==> config.mk <==
export PLATFORM = sky130hd
export DESIGN_NAME = rgbfrs_pos_calc
export DESIGN_NICKNAME = d
export VERILOG_FILES = /design/src/hw/rtl/rgbfrs_pkg.sv /design/src/hw/rtl/rgbfrs_pos_calc.sv
export SDC_FILE = /design/constraint.sdc
export NUM_CORES = 1
export LEC_CHECK = 0
export ABC_AREA = 0
export BUFFER_PORTS_ARGS = -buffer_cell sky130_fd_sc_hd__buf_2
export CAP_MARGIN = 20
export CORE_MARGIN = 2
export CORE_UTILIZATION = 33
export DETAILED_ROUTE_END_ITERATION = 8
export GPL_TIMING_DRIVEN = 0
export SLEW_MARGIN = 5
export SYNTH_ARGS = -nofsm -noshare
export SYNTH_HDL_FRONTEND = slang
export SYNTH_SLANG_ARGS = --single-unit
==> constraint.sdc <==
create_clock -name vclk -period 3
set_clock_uncertainty 0.05 [all_clocks]
set_input_delay 0.15 -clock vclk [all_inputs]
set_output_delay 0.15 -clock vclk [all_outputs]
set_load 0.01 [all_outputs]
==> src/hw/rtl/rgbfrs_pkg.sv <==
// shared types, codes and constants of the rgb444 frame ring store
package rgbfrs_pkg;

  // default geometry
  localparam int SLOTS_DEF  = 4;
  localparam int WIDTH_DEF  = 100;
  localparam int HEIGHT_DEF = 100;

  // field widths
  localparam int CMD_W     = 3;
  localparam int COORD_W   = 7;
  localparam int SAMPLE_W  = 8;
  localparam int NIB_W     = 4;
  localparam int PIX_W     = 12;
  localparam int STATUS_W  = 2;
  localparam int OFF_W     = 5;
  localparam int MODE_W    = 3;
  localparam int CFG_IDX_W = 3;
  localparam int CFG_DAT_W = 5;

  // signed width used for position arithmetic
  localparam int CALC_W = 13;

  // commands
  localparam logic [CMD_W-1:0] CMD_WRITE   = 3'd0;
  localparam logic [CMD_W-1:0] CMD_COMMIT  = 3'd1;
  localparam logic [CMD_W-1:0] CMD_READ    = 3'd2;
  localparam logic [CMD_W-1:0] CMD_RELEASE = 3'd3;
  localparam logic [CMD_W-1:0] CMD_REWIND  = 3'd4;

  // status codes
  localparam logic [STATUS_W-1:0] ST_OK         = 2'd0;
  localparam logic [STATUS_W-1:0] ST_BUSY       = 2'd1;
  localparam logic [STATUS_W-1:0] ST_UNREADABLE = 2'd2;
  localparam logic [STATUS_W-1:0] ST_RANGE      = 2'd3;

  // register indexes
  localparam logic [CFG_IDX_W-1:0] REG_MODE    = 3'd0;
  localparam logic [CFG_IDX_W-1:0] REG_RED_X   = 3'd1;
  localparam logic [CFG_IDX_W-1:0] REG_RED_Y   = 3'd2;
  localparam logic [CFG_IDX_W-1:0] REG_GREEN_X = 3'd3;
  localparam logic [CFG_IDX_W-1:0] REG_GREEN_Y = 3'd4;
  localparam logic [CFG_IDX_W-1:0] REG_BLUE_X  = 3'd5;
  localparam logic [CFG_IDX_W-1:0] REG_BLUE_Y  = 3'd6;

  // mode flag bits
  localparam int MODE_OFFSET   = 0;
  localparam int MODE_MIRROR_X = 1;
  localparam int MODE_MIRROR_Y = 2;

  // offset reset values
  localparam logic signed [OFF_W-1:0] RED_X_RST   = 5'sd5;
  localparam logic signed [OFF_W-1:0] RED_Y_RST   = 5'sd0;
  localparam logic signed [OFF_W-1:0] GREEN_X_RST = 5'sd0;
  localparam logic signed [OFF_W-1:0] GREEN_Y_RST = 5'sd4;
  localparam logic signed [OFF_W-1:0] BLUE_X_RST  = -5'sd3;
  localparam logic signed [OFF_W-1:0] BLUE_Y_RST  = -5'sd3;

  // channel clear masks
  localparam logic [15:0] RED_CLEAR   = 16'hF0FF;
  localparam logic [15:0] GREEN_CLEAR = 16'hFF0F;
  localparam logic [15:0] BLUE_CLEAR  = 16'hFFF0;

  // channel numbers in offset mode
  localparam logic [1:0] CH_RED   = 2'd0;
  localparam logic [1:0] CH_GREEN = 2'd1;
  localparam logic [1:0] CH_BLUE  = 2'd2;

  // slot ring commands
  typedef struct packed {
    logic commit;
    logic release_slot;
    logic rewind;
  } slot_cmd_t;

  // slot ring status
  typedef struct packed {
    logic wr_busy;
    logic rd_ok;
    logic empty;
    logic wr_free;
  } slot_flags_t;

endpackage

==> src/hw/rtl/rgbfrs_pos_calc.sv <==
// pixel position: offset, clamp, mirror and channel enable
module rgbfrs_pos_calc #(
  parameter int FRAME_WIDTH  = rgbfrs_pkg::WIDTH_DEF,
  parameter int FRAME_HEIGHT = rgbfrs_pkg::HEIGHT_DEF,
  parameter int XW           = $clog2(FRAME_WIDTH),
  parameter int YW           = $clog2(FRAME_HEIGHT)
) (
  input  logic [rgbfrs_pkg::COORD_W-1:0]      column,
  input  logic [rgbfrs_pkg::COORD_W-1:0]      row,
  input  logic signed [rgbfrs_pkg::OFF_W-1:0] off_x,
  input  logic signed [rgbfrs_pkg::OFF_W-1:0] off_y,
  input  logic                                use_off,
  input  logic                                mirror_x,
  input  logic                                mirror_y,
  output logic [XW-1:0]                       pos_x,
  output logic [YW-1:0]                       pos_y,
  output logic                                enable
);

  localparam int CW = rgbfrs_pkg::CALC_W;
  localparam logic signed [CW-1:0] XMAX = CW'(FRAME_WIDTH - 1);
  localparam logic signed [CW-1:0] YMAX = CW'(FRAME_HEIGHT - 1);

  logic signed [CW-1:0] col_s, row_s, ox_s, oy_s;
  logic signed [CW-1:0] sum_x, sum_y, clp_x, clp_y, fin_x, fin_y;

  always_comb begin
    col_s = $signed(CW'(column));
    row_s = $signed(CW'(row));
    ox_s  = use_off ? CW'(off_x) : '0;
    oy_s  = use_off ? CW'(off_y) : '0;
    sum_x = col_s + ox_s;
    sum_y = row_s + oy_s;

    // clamp into the frame
    if (sum_x < 0) clp_x = '0;
    else if (sum_x > XMAX) clp_x = XMAX;
    else clp_x = sum_x;
    if (sum_y < 0) clp_y = '0;
    else if (sum_y > YMAX) clp_y = YMAX;
    else clp_y = sum_y;

    // mirror
    fin_x = mirror_x ? (XMAX - clp_x) : clp_x;
    fin_y = mirror_y ? (YMAX - clp_y) : clp_y;

    enable = !use_off || ((row_s >= oy_s) && (col_s >= ox_s));
  end

  assign pos_x = XW'(fin_x);
  assign pos_y = YW'(fin_y);

endmodule

Word level (Yosys, flattened, before mapping) --
Index checks and enable logic that the tools add are counted.
Word-level totals: register bits 0, input bits 27, output and inout bits 15
Cells by class: add/sub/neg operators 4, $lt $le $gt $ge 6, multiplexer cells 8, reductions and logical operators 3
Operators with widths (count):
- $mux 7 | 6
- $add 8x13->13 | 2
- $ge 8x13->1 | 2
- $gt 13x8->1 const B | 2
- $lt 13x1->1 const B | 2
- $mux 13 | 2
- $sub 6x7->7 const A | 2
- $logic_and 1x1->1 | 1
- $logic_not 1->1 | 1
- $logic_or 1x1->1 | 1

Logic depth before layout (Yosys ltp) --
depth after elaboration 7, mapped depth 17, gate-level depth less buffers 16

Worst setup path after synthesis --
OpenSTA, ideal clock, no wires.
kind input-to-output, start point input port use_off, end point output port pos_y[6], arrival 3234 ps, required time 2800 ps, slack -434 ps, stages on the path 16, buffers on the path 1, cell sequence clkbuf_1 -> and2_1 -> ha_1 -> inv_1 -> fa_1 -> o21bai_1 -> o211ai_1 -> o21a_1 -> a21oi_1 -> nor3_2 -> nor3_1 -> inv_1 -> ha_1 -> o31a_1 -> o21ai_0 -> a21o_1
Between the ends: word-level cells in the longest chain between the ends 7, elaborated cells on any way between the ends 8, those cells by class 2 x add/sub; 2 x order compare; 4 x mux
RTL lines:
- start, declared | line rgbfrs_pos_calc.sv:12 | input logic use_off,
- $mux 13 * | line rgbfrs_pos_calc.sv:31 | oy_s = use_off ? CW'(off_y) : '0;
- $add 8x13->13 * | line rgbfrs_pos_calc.sv:33 | sum_y = row_s + oy_s;
- $gt 13x8->1 | line rgbfrs_pos_calc.sv:40 | else if (sum_y > YMAX) clp_y = YMAX;
- $mux 7 | line rgbfrs_pos_calc.sv:40
- $mux 7 * | line rgbfrs_pos_calc.sv:39 | if (sum_y < 0) clp_y = '0;
- $sub 6x7->7 | line rgbfrs_pos_calc.sv:45 | fin_y = mirror_y ? (YMAX - clp_y) : clp_y;
- $mux 7 * | line rgbfrs_pos_calc.sv:45
- end, declared | line rgbfrs_pos_calc.sv:16 | output logic [YW-1:0] pos_y,
Mark *: on every way between the ends. The rest lies on a longest branch, timed or not.

Worst setup path after layout --
Same ends and word-level chain as after synthesis.

==> impl_metrics.py <==
metrics = {
    "placed_design": {
        "dp_hpwl_mm": 3.18,
        "portBuffers": 41,
        "place_congestion": 0.810,
        "placed_cell_area_sq_um": 1910,
    },
    "power_and_ir_drop": {
        "max-vdd-ir-drop_v": 0.000164,
        "p_total_mw": 0.610,
        "power_leakage_nw": 1.09,
        "power_density_nw_per_um2": 255,
    },
    "logic_synthesis": {
        "ys_seq_area_share_pct": 0,
        "synth-xor-area-share_pct": 8.14,
        "syn_area_sq_um": 1600,
        "synth_cells": 227,
        "synth_top_family_by_area": "compound AO/OA/AOI/OAI gates",
        "yosys_warnings": 0,
        "avgSynthCellArea_sq_um": 7.04,
        "synth.distinct_cells": 53,
        "synth-adder-area-share_pct": 22.9,
        "synthMuxAreaShare_pct": 0,
        "synth_compound_area_share_pct": 30.9,
        "synth_nets": 282,
        "yosys.area_share.simple_pct": 29.1,
    },
    "sta": {
        "rsz0062_at_grt": "true",
        "fin_crit_ns": 3.19,
        "final-hold-violation-count": 0,
        "postLayoutSetupSlackWorst_ns": -0.194,
        "fmax_ghz": 0.313,
        "slew_headroom_pct": 67.0,
        "setup_viol": 5,
        "slew_viol_final": 0,
        "period_share_pct": 106,
        "worst_pin_slew_ns": 0.492,
    },
    "cells_and_area": {
        "clkbuf_count": 0,
        "final_area_sq_um": 2400,
        "flops_and_latches": 0,
        "areaGrowthSynthToFinish_pct": 50.0,
        "regArea_sq_um": 0,
        "drive_gt1_share_pct": 44.8,
        "insertedDiodeCount": 0,
        "fin_util_pct": 51.1,
        "fin_nets": 354,
    },
    "worst_setup_path": {
        "path_class": "in2out",
        "start_kind": "input port",
        "endpoint_kind": "output pin",
        "worstPathArrival_ns": 2.99,
        "crit_fanout": 8,
        "cp.required_ns": 2.80,
    },
    "grt": {
        "grt_pass1_wl_mm": 7.02,
        "overflow": 0,
        "grt_max_degree": 11,
        "antenna_found_initial": 0,
        "grt_pass1_vias": 1618,
        "grt_usage_pct": 15.4,
    },
    "min_path": {
        "holdPathEnd": "pos_y[4]",
        "min_path_cells": 4,
        "hp-class": "in2out",
        "hp-start": "mirror_y",
    },
    "outcome": {
        "outcome": "finished, violations left",
        "violations": "negative setup slack",
    },
    "drt": {
        "ant_nets": 0,
        "wl_per_cell_um": 12.7,
        "drc": 0,
        "vias": 1843,
        "drt-total-wl_mm": 4.46,
        "drt_iter0_markers": 91,
        "dr.pass1.iters": 4,
        "via_per_inst": 5.25,
    },
    "floorplanning": {
        "die_w_um": 73.6,
        "dieArea_sq_um": 5410,
        "start_util_pct": 34.1,
        "rows": 25,
        "core-area_sq_um": 4690,
        "dieHeight_um": 73.6,
        "io_pins": 42,
    },
    "flow_run": {
        "cap_violations": 0,
    },
}
-- cell usage after synthesis (2+ instances only) --
library cell  instances  area share [%]
fa_1                  2             2.5
buf_6                 2             1.4
o21ai_0              10             3.1
o21a_1                4             1.9
o31ai_1               3             1.4
ha_1                 26              20
o21bai_1              3             1.4
nor2_1               16             3.8
xnor2_1               8             4.4
a21o_1                3             1.4
nand2b_1              4             1.6
nand2_1              17             4.0
nor2b_1               6             2.3
o211ai_1              8             3.8
a31oi_1               3             1.2
inv_2                 2            0.47
nor3_2                2             1.3
o21ai_1               2            0.63
nand4_1               3             1.2
nor3_1                6             1.9
and2_1                5             2.0
xor2_1                5             2.7
and3_1                2            0.78
a211oi_1              3             1.4
nand3_1               9             2.8
inv_1                24             5.6
a311oi_2              2             1.9
clkbuf_1              2            0.47
a2111oi_0             2             1.1
nor4_2                3             2.3
a21oi_1              18             5.6
-- cells in the final DEF, fill, tap and decap left out, drive strengths merged, types with 2 or more instances in the layout --
cell type and n:
buf 75, inv 26, ha 26, a21oi 18, nand2 17, nor2 16, o21ai 13, nand3 9
o211ai 8, xnor2 8, nor3 8, nor2b 7, xor2 6, and2 5, o21a 4, nor4 4
nand2b 4, o31ai 3, nand4 3, a21o 3, a2111oi 3, o21bai 3, a31oi 3, a211oi 3
a311oi 3, and3 2, fa 2, clkbuf 2, o311ai 2
-- per-layer routing --
| layer | global-route usage [%] | wire length [um] | part of all wire [%] | vias up |
|---|---|---|---|---|
| met5 | 0 | 0 | 0 | - |
| met4 | 0.404 | 0 | 0 | 0 |
| met3 | 0.686 | 115 | 2.6 | 0 |
| met2 | 28.9 | 2370 | 53 | 33 |
| met1 | 20.4 | 1970 | 44 | 848 |
| li1 | - | - | - | 962 |
-- layout make-up --
class	instances	area, sq um
buffer	7	67.6
fill	467	2290
inverter	26	97.6
multi-input combinational	194	1730
tap	54	67.6
timing repair buffer	70	437
-- per-stage QoR --
| step | TNS, ns | setup WS [ns] | instances | hold WS, ns |
|---|---|---|---|---|
| 5_1_grt | -1.20 | -0.315 | 351 | 0.663 |
| 4_1_cts | -0.587 | -0.217 | 339 | 0.623 |
| 2_1_floorplan | 0 | 0.00377 | 227 | 0.408 |
| 6_report | -0.418 | -0.194 | 351 | 0.619 |
| 3_3_place_gp | -2.43 | -0.563 | 322 | 0.617 |
| 3_5_place_dp | -2.65 | -0.571 | 322 | 0.622 |
-- where the power goes --
group          switching, mW  total, mW  leakage, nW  internal [mW]
clock network              0          0            0              0
registers                  0          0            0              0
logic                  0.314      0.610         1.09          0.296
total                  0.314      0.610         1.09          0.296
-- worst max path at each step --
stage / startpoint / to / slack (ns) / depth (start not counted)
6_report: use_off / pos_y[6] / -0.19 / 17
3_5_place_dp: use_off / pos_y[6] / -0.57 / 17
5_1_grt: use_off / pos_y[6] / -0.32 / 17
2_1_floorplan: use_off / pos_y[6] / 0.004 / 15
4_1_cts: use_off / pos_y[6] / -0.22 / 17
3_3_place_gp: use_off / pos_y[6] / -0.56 / 17
-- cell families (layout without fill, tap and decap cells) --
family / Yosys count / in the layout
compound gates: 71 / 71
xor+xnor: 14 / 14
fa+ha+maj: 28 / 28
buf+inv: 33 / 103
simple gates: 81 / 81
-- critical path: stages --
cell and delay, ns:
buf_8 0.08, clkbuf_16 0.14, and2_4 0.15, ha_4 0.13, inv_2 0.03, fa_2 0.35, o21bai_1 0.23, o211ai_1 0.21
o21a_1 0.19, a21oi_4 0.20, o21ai_2 0.09, or2_4 0.28, ha_4 0.17, o31a_1 0.25, o21ai_1 0.12, a21o_1 0.09
buf_2 0.11
-- what timing repair did --
action / in CTS / in global routing
endpoints found under the setup margin: 9 / 8
pin swaps: 24 / 24
resized for setup: 31 / 28
setup buffers: 17 / 12
hold buffers: 0 / 0
No activity file was read; power rests on OpenSTA's default activity.
