## src/hw/rtl/rgbfrs_pkg.sv

```systemverilog
// shared types, codes and constants of the rgb444 frame ring store
package rgbfrs_pkg;

  // default geometry
  localparam int SLOTS_DEF  = 4;
  localparam int WIDTH_DEF  = 100;
  localparam int HEIGHT_DEF = 100;

  // field widths
  localparam int CMD_W     = 3;
  localparam int COORD_W   = 7;
  localparam int SAMPLE_W  = 8;
  localparam int NIB_W     = 4;
  localparam int PIX_W     = 12;
  localparam int STATUS_W  = 2;
  localparam int OFF_W     = 5;
  localparam int MODE_W    = 3;
  localparam int CFG_IDX_W = 3;
  localparam int CFG_DAT_W = 5;

  // signed width used for position arithmetic
  localparam int CALC_W = 13;

  // commands
  localparam logic [CMD_W-1:0] CMD_WRITE   = 3'd0;
  localparam logic [CMD_W-1:0] CMD_COMMIT  = 3'd1;
  localparam logic [CMD_W-1:0] CMD_READ    = 3'd2;
  localparam logic [CMD_W-1:0] CMD_RELEASE = 3'd3;
  localparam logic [CMD_W-1:0] CMD_REWIND  = 3'd4;

  // status codes
  localparam logic [STATUS_W-1:0] ST_OK         = 2'd0;
  localparam logic [STATUS_W-1:0] ST_BUSY       = 2'd1;
  localparam logic [STATUS_W-1:0] ST_UNREADABLE = 2'd2;
  localparam logic [STATUS_W-1:0] ST_RANGE      = 2'd3;

  // register indexes
  localparam logic [CFG_IDX_W-1:0] REG_MODE    = 3'd0;
  localparam logic [CFG_IDX_W-1:0] REG_RED_X   = 3'd1;
  localparam logic [CFG_IDX_W-1:0] REG_RED_Y   = 3'd2;
  localparam logic [CFG_IDX_W-1:0] REG_GREEN_X = 3'd3;
  localparam logic [CFG_IDX_W-1:0] REG_GREEN_Y = 3'd4;
  localparam logic [CFG_IDX_W-1:0] REG_BLUE_X  = 3'd5;
  localparam logic [CFG_IDX_W-1:0] REG_BLUE_Y  = 3'd6;

  // mode flag bits
  localparam int MODE_OFFSET   = 0;
  localparam int MODE_MIRROR_X = 1;
  localparam int MODE_MIRROR_Y = 2;

  // offset reset values
  localparam logic signed [OFF_W-1:0] RED_X_RST   = 5'sd5;
  localparam logic signed [OFF_W-1:0] RED_Y_RST   = 5'sd0;
  localparam logic signed [OFF_W-1:0] GREEN_X_RST = 5'sd0;
  localparam logic signed [OFF_W-1:0] GREEN_Y_RST = 5'sd4;
  localparam logic signed [OFF_W-1:0] BLUE_X_RST  = -5'sd3;
  localparam logic signed [OFF_W-1:0] BLUE_Y_RST  = -5'sd3;

  // channel clear masks
  localparam logic [15:0] RED_CLEAR   = 16'hF0FF;
  localparam logic [15:0] GREEN_CLEAR = 16'hFF0F;
  localparam logic [15:0] BLUE_CLEAR  = 16'hFFF0;

  // channel numbers in offset mode
  localparam logic [1:0] CH_RED   = 2'd0;
  localparam logic [1:0] CH_GREEN = 2'd1;
  localparam logic [1:0] CH_BLUE  = 2'd2;

  // slot ring commands
  typedef struct packed {
    logic commit;
    logic release_slot;
    logic rewind;
  } slot_cmd_t;

  // slot ring status
  typedef struct packed {
    logic wr_busy;
    logic rd_ok;
    logic empty;
    logic wr_free;
  } slot_flags_t;

endpackage

```

## src/hw/rtl/rgbfrs_slot_ring.sv

```systemverilog
// ring of frame slots: readable marks, write and read slot pointers
module rgbfrs_slot_ring #(
  parameter int FRAME_SLOTS = rgbfrs_pkg::SLOTS_DEF,
  parameter int SW          = $clog2(FRAME_SLOTS)
) (
  input  logic                    clk,
  input  logic                    rst_n,
  input  rgbfrs_pkg::slot_cmd_t   cmd,
  output rgbfrs_pkg::slot_flags_t flags,
  output logic [SW-1:0]           write_slot,
  output logic [SW-1:0]           read_slot
);

  logic [FRAME_SLOTS-1:0] readable_r, readable_nxt;
  logic [SW-1:0]          ws_r, ws_nxt, rs_r, rs_nxt;
  logic [SW-1:0]          ws_inc, rs_inc;

  // wrapping increments
  assign ws_inc = (ws_r == SW'(FRAME_SLOTS - 1)) ? '0 : ws_r + 1'b1;
  assign rs_inc = (rs_r == SW'(FRAME_SLOTS - 1)) ? '0 : rs_r + 1'b1;

  // command update
  always_comb begin
    readable_nxt = readable_r;
    ws_nxt       = ws_r;
    rs_nxt       = rs_r;
    if (cmd.commit) begin
      readable_nxt[ws_r] = 1'b1;
      ws_nxt             = ws_inc;
    end else if (cmd.release_slot) begin
      if (|readable_r) begin
        readable_nxt[rs_r] = 1'b0;
        rs_nxt             = rs_inc;
      end
    end else if (cmd.rewind) begin
      rs_nxt = '0;
      for (int s = 0; s < FRAME_SLOTS; s++) begin
        if (SW'(s) < ws_r) readable_nxt[s] = 1'b1;
      end
    end
  end

  always_ff @(posedge clk) begin
    if (!rst_n) begin
      readable_r <= '0;
      ws_r       <= '0;
      rs_r       <= '0;
    end else begin
      readable_r <= readable_nxt;
      ws_r       <= ws_nxt;
      rs_r       <= rs_nxt;
    end
  end

  // status toward the sequencer
  always_comb begin
    flags.wr_busy = readable_r[ws_r];
    flags.rd_ok   = readable_r[rs_r];
    flags.empty   = ~|readable_r;
    flags.wr_free = ~readable_r[ws_inc];
  end

  assign write_slot = ws_r;
  assign read_slot  = rs_r;

endmodule

```

## config.mk

```make
export PLATFORM = sky130hd
export DESIGN_NAME = rgbfrs_slot_ring
export DESIGN_NICKNAME = d
export VERILOG_FILES = /design/src/hw/rtl/rgbfrs_pkg.sv /design/src/hw/rtl/rgbfrs_slot_ring.sv
export SDC_FILE = /design/constraint.sdc
export NUM_CORES = 1
export LEC_CHECK = 0
export BUFFER_PORTS_ARGS = -buffer_cell sky130_fd_sc_hd__buf_2
export CAP_MARGIN = 20
export CORE_AREA = 2 2 39 41
export CTS_CLUSTER_SIZE = 14
export DETAILED_ROUTE_END_ITERATION = 10
export DIE_AREA = 0 0 41 43
export HOLD_SLACK_MARGIN = 0.12
export PLACE_DENSITY = 0.73
export RECOVER_POWER = 25
export SETUP_SLACK_MARGIN = 0.5
export SLEW_MARGIN = 25
export SYNTH_ARGS = -nofsm -noshare
export SYNTH_HDL_FRONTEND = slang
export SYNTH_SLANG_ARGS = --single-unit
```

## constraint.sdc

```tcl
create_clock -name clk -period 1.85 [get_ports clk]
set_clock_uncertainty 0.1 [all_clocks]
set_input_delay 0.0925 -clock clk [delete_from_list [all_inputs] [get_ports clk]]
set_output_delay 0.0925 -clock clk [all_outputs]
set_load 0.01 [all_outputs]
```

Word-level counts from Yosys, hierarchy flattened
Index checks and enable logic that the tools add are counted.
{"block": "totals", "reg_bits": 8, "mem_bits_rw": 0, "latch_bits": 0, "inputBits": 5, "romBits": 0, "wordCells": 64, "memories": 0}
{"block": "op_classes", "eq_ne": 4, "n_lt_le_gt_ge": 9, "n_div": 0, "bitwise_logic": 5, "mul": 0, "shift": 0, "muxes": 23, "n_reduce_logical": 15, "n_addsub": 2}
{"cell": "two-way mux 4 bit", "count": 4}
{"cell": "AND reduction 3 bit", "count": 5}
{"cell": "nonzero test 3 bit", "count": 5}
{"cell": "two-way mux 2 bit", "count": 5}
{"cell": "< comparator 2 x 3 -> 1 bit, second input constant", "count": 3}
{"cell": "two-way mux 1 bit", "count": 9}
{"cell": "binary-select mux 1 bit (select 2 bit)", "count": 3}
{"cell": "adder 2 x 1 -> 2 bit, second input constant", "count": 2}
{"cell": "AND 4 bit", "count": 1}
{"cell": "demux 1 bit (select 2 bit)", "count": 2}
{"cell": "== test 2 bit, second input constant", "count": 2}
{"cell": "greater-or-equal comparator 2 x 1 -> 1 bit, second input constant", "count": 2}
{"cell": "< comparator 1 x 2 -> 1 bit, first input constant", "count": 2}
{"cell": "< comparator 2 bit, first input constant", "count": 2}
{"cell": "NOT 4 bit", "count": 1}
{"cell": "OR 4 bit", "count": 1}
{"cell": "OR reduction 4 bit", "count": 1}
{"cell": "inequality test 3 x 1 -> 1 bit, second input constant", "count": 1}
{"cell": "logical AND 1 bit", "count": 2}
{"cell": "inequality test 2 x 1 -> 1 bit, second input constant", "count": 1}
{"cell": "NOT 1 bit", "count": 2}
{"cell": "nonzero test 2 bit", "count": 1}
{"cell": "zero test 1 bit", "count": 1}

Logic depth before layout (Yosys ltp)
{"block": "depth", "ltp_word": 9, "mapped_depth": 5, "depth_no_buf": 5}

Worst setup path after synthesis
OpenSTA, ideal clock, no wires.
{"block": "synth_path", "path_type": "register to output", "start": "reg ws_r[1], in the netlist write_slot[1]", "end": "out flags[0] in the netlist's numbering", "path_buffers": 0, "stages_incl_launch_ff": 5, "path_slack_ps": 163, "arrival_time_ps": 1495, "path_cell_list": "dfxtp_1 inv_1 ha_1 mux4_1 inv_1"}
{"element": "start: declaration", "line": "rgbfrs_slot_ring.sv:15", "rtl": "logic [SW-1:0] ws_r, ws_nxt, rs_r, rs_nxt;"}
{"element": "start signal: assignment", "line": "rgbfrs_slot_ring.sv:50", "rtl": "ws_r <= ws_nxt;"}
{"element": "end: declaration", "line": "rgbfrs_slot_ring.sv:9", "rtl": "output rgbfrs_pkg::slot_flags_t flags,"}

==> impl_results.rst <==
.. list-table::
   :header-rows: 1

   * - Metric
     - Value
   * - Run status
     - finished clean
   * - Startpoint of the worst setup timing path
     - write_slot[0]
   * - Avg Vias per Cell
     - 5.75
   * - DRC violation total after the first TritonRoute iteration
     - 16
   * - Final period utilization
     - 96.6%
   * - Worst path required time
     - 1.66 ns
   * - Residual DRC
     - 0
   * - Estimated wirelength of the detail-placed design
     - 1.08 mm
   * - Final layout net count
     - 114
   * - Initial Util
     - 48.1%
   * - Fillcell total
     - 100
   * - Largest net degree at the start of global routing
     - 15
   * - Pins Over Slew Limit
     - 0
   * - IO Port Bufs
     - 12
   * - Count of maximum capacitance violations
     - 0
   * - Avg Synthesized Cell Area
     - 9.12 um2
   * - Synth Warn #
     - 0
   * - Unrepaired setup endpoints after global routing
     - yes
   * - Detail Route Antenna Nets
     - 0
   * - Clock transition at the register clock pins on the worst setup and hold paths after CTS
     - 0.06 ns
   * - Worst hold path stage count
     - 4
   * - Power share of the combinational group
     - 36.3%
   * - CTS H-Tree Depth
     - 1
   * - Storage element area
     - 179 um2
   * - Number of cells on the worst reg-to-reg path
     - 3
   * - Sink count of the clock tree
     - 8
   * - Routed wire length per instance
     - 15.9 um
   * - Area growth from synthesis to layout
     - 45.1%
   * - Endpoint class of the critical path
     - output port
   * - Inserted Diodes
     - 0
   * - Power share of the sequential group
     - 37.8%
   * - Final setup fails
     - 0
   * - Worst-skew pair later-pin latency
     - 0.27 ns
   * - Hold WC Path Type
     - input pin to register
   * - I/O Pins
     - 13
   * - Arrival time of data at the critical path endpoint
     - 1.59 ns
   * - Transition time of the tightest slew-check pin
     - 0.335 ns
   * - Power per unit of standard cell area
     - 579 nW/um2
   * - Ordered cell list for the critical path
     - inv_4, ha_4, mux4_2, inv_2, buf_6
   * - Fin. Hold Viols
     - 0
   * - Part of the total power dissipated in the clock network
     - 25.9%
   * - Cell with the biggest individual delay on the critical path
     - sky130_fd_sc_hd__mux4_2
   * - Total Negative Setup Slacks
     - 0 ns
   * - Place WS
     - 0.286 ns
   * - Synth Net Count
     - 86
   * - Synthesized instance count
     - 73
   * - Max Clk Rate
     - 560 MHz
   * - Overall routing resource usage
     - 25.5%
   * - NetSw
     - 0.000190 W
   * - Total gr overflow
     - 0
   * - FF-to-FF setup slack
     - 0.29 ns
   * - Summed instance area of the synthesized netlist
     - 666 um2
   * - Portion of the post-synthesis area used by sequential elements
     - 24.1%
   * - Area of the die
     - 1760 um2
   * - Total length of routed wires
     - 1.83 mm
   * - Wire length of the first global-routing pass
     - 2.95 mm
   * - Count of unique library cells instantiated by Yosys
     - 28
   * - Category of the most critical setup path
     - register to output port
   * - Relative slew slack
     - 77.7%
   * - Maximum buffer depth of the clock tree
     - 2
   * - Worst supply voltage drop on vdd
     - 0.000459 V
   * - Via count of the first global-routing pass
     - 614
   * - Proportion of layout cells with a drive suffix above 1
     - 45.5%
   * - RR Startpoint
     - readable_r[1]
   * - Number of antenna violations at the first check in global routing
     - 0
   * - Reported leakage power
     - 0.399 nW
   * - Area of the placeable core
     - 1380 um2
   * - Length of the first detailed-routing pass in iterations
     - 4
   * - Chip Width
     - 41 um
   * - Footprint of the multi-input gates
     - 528 um2
   * - Internal Power
     - 0.000369 W
   * - RR Endpoint
     - readable_r[0]
   * - Biggest cell delay along the critical path
     - 0.50 ns
   * - Destination of the critical timing path
     - flags[0]
   * - CTS Root Cell
     - sky130_fd_sc_hd__clkbuf_4
   * - Die boundary height
     - 43 um
   * - Critical Path Start Type
     - register
   * - Final min period
     - 1.79 ns
   * - Total CTS buffers
     - 3
   * - Clock tree from TritonCTS
     - done
   * - Fraction of power spent switching nets
     - 34.0%
   * - Worst setup margin
     - 0.0630 ns
   * - Vias
     - 661
   * - Overall Power
     - 0.000559 W
   * - Flip-flop and latch count after synthesis
     - 8
   * - Highest net fanout along the worst path
     - 2
   * - Worst Hold Slack
     - 0.111 ns
   * - Standard-cell rows
     - 14
   * - Placer congestion estimate
     - 0.749
## registers in the layout (all words and copies together), names as in the netlist
signal,cells
write_slot,2
read_slot,2
readable_r,4
## Yosys cell counts
cell,number,area [um2]
sky130_fd_sc_hd__dfxtp_1,8,160
sky130_fd_sc_hd__ha_1,8,100
sky130_fd_sc_hd__inv_1,7,26.3
sky130_fd_sc_hd__nand2_1,6,22.5
sky130_fd_sc_hd__nand2b_1,5,31.3
sky130_fd_sc_hd__mux4_1,3,78.8
sky130_fd_sc_hd__nor2b_1,3,18.8
sky130_fd_sc_hd__o21ai_0,3,15.0
sky130_fd_sc_hd__a211oi_1,2,15.0
sky130_fd_sc_hd__a21boi_0,2,15.0
sky130_fd_sc_hd__a21oi_1,2,10.0
sky130_fd_sc_hd__clkbuf_1,2,7.51
sky130_fd_sc_hd__mux2i_1,2,20.0
sky130_fd_sc_hd__nor2_1,2,7.51
sky130_fd_sc_hd__nor3b_1,2,15.0
sky130_fd_sc_hd__o211ai_1,2,15.0
sky130_fd_sc_hd__o31ai_1,2,15.0
sky130_fd_sc_hd__or4_1,2,15.0
sky130_fd_sc_hd__a2111o_1,1,11.3
sky130_fd_sc_hd__a21boi_1,1,7.51
sky130_fd_sc_hd__buf_2,1,5.00
sky130_fd_sc_hd__nor3_1,1,5.00
sky130_fd_sc_hd__nor4_1,1,6.26
sky130_fd_sc_hd__o21a_1,1,7.51
sky130_fd_sc_hd__o221ai_1,1,8.76
sky130_fd_sc_hd__o41a_1,1,11.3
sky130_fd_sc_hd__or3_1,1,6.26
sky130_fd_sc_hd__or3b_2,1,8.76
## power groups by stage
stage	Clock (W)	Sequential [W]	Combinational, W
after global routing	0.000164	0.000213	0.000221
final	0.000145	0.000211	0.000203
after CTS	0.000148	0.000209	0.000193
after detailed placement	0	0.000218	0.000151
after global placement	0	0.000217	0.000148
after floorplan	0	0.000213	0.000107
## worst min path at each step
stage	startpoint	endpoint	slack, ns
2_1_floorplan	cmd[1]	readable_r[3]	0.19
3_3_place_gp	rst_n	write_slot[0]	0.32
3_5_place_dp	rst_n	write_slot[0]	0.33
4_1_cts	rst_n	readable_r[1]	0.12
5_1_grt	rst_n	readable_r[1]	0.14
6_report	cmd[1]	read_slot[1]	0.11
## cell families (layout without fill, tap and decap cells)
kind of cell	after synthesis	after routing	synth area share [%]
and+or+nand+nor	24	24	20.5
buffers and inverters	10	36	5.83
DFF	8	8	24.1
muxes	5	5	14.9
adders and majority gates	8	8	15.0
AOI/OAI and AO/OA	18	18	19.7
## metal layers
layer  wire, um  track usage (%)  vias up  part of all wire [%]
met2        891             35.0       20                    49
li1           -                -      322                     -
met1        810             36.3      315                    44
met5          0                0        -                     0
met4         19             8.67        0                   1.0
met3        108             8.90        4                   5.9
## through the flow
| step | area [um2] | utilization [%] | instances |
|---|---|---|---|
| floorplan | 702 | - | 73 |
| global placement | 769 | 55.6 | 98 |
| detailed placement | 769 | 55.6 | 98 |
| CTS | 945 | 68.3 | 114 |
| global route | 966 | 69.8 | 115 |
| finish | 966 | 69.8 | 115 |
## layout make-up
type | count | area share, %
multi-input cells | 55 | 54.7
repair buffers | 26 | 18.9
clock buffers | 3 | 2.33
well taps | 16 | 2.07
flip-flops and latches | 8 | 18.5
inverters | 7 | 3.50
## repair_timing
item | in CTS | in global routing
setup buffers | 10 | 1
gates resized for setup | 13 | 4
setup endpoints to repair | 9 | 9
endpoints found under the hold margin | 8 | 0
pin swaps | 7 | 3
hold buffers | 3 | 0
## critical path: cells and delay by family, from the launching register on
family / cells / cell delay [ns]
fa+ha+maj: 1 / 0.26
mux: 1 / 0.50
buf+inv: 3 / 0.20
flops: 1 / 0.36
## cell usage in the layout, fill, tap and decap left out, types with 2 or more instances in the layout
cell type and n:
sky130_fd_sc_hd__or4_1 2, sky130_fd_sc_hd__clkbuf_4 3, sky130_fd_sc_hd__a21boi_1 2, sky130_fd_sc_hd__a21oi_1 2, sky130_fd_sc_hd__dfxtp_1 3, sky130_fd_sc_hd__buf_4 10
sky130_fd_sc_hd__inv_1 3, sky130_fd_sc_hd__nand2_1 5, sky130_fd_sc_hd__o21ai_0 3, sky130_fd_sc_hd__buf_2 11, sky130_fd_sc_hd__mux4_1 2, sky130_fd_sc_hd__inv_4 3
sky130_fd_sc_hd__dlygate4sd3_1 3, sky130_fd_sc_hd__mux2i_1 2, sky130_fd_sc_hd__buf_6 2, sky130_fd_sc_hd__o31ai_1 2, sky130_fd_sc_hd__nor2b_1 3, sky130_fd_sc_hd__o211ai_1 2
sky130_fd_sc_hd__ha_4 3, sky130_fd_sc_hd__dfxtp_4 5, sky130_fd_sc_hd__nor3b_1 2, sky130_fd_sc_hd__ha_1 4, sky130_fd_sc_hd__nand2b_1 5
No activity file was read; power rests on OpenSTA's default activity.
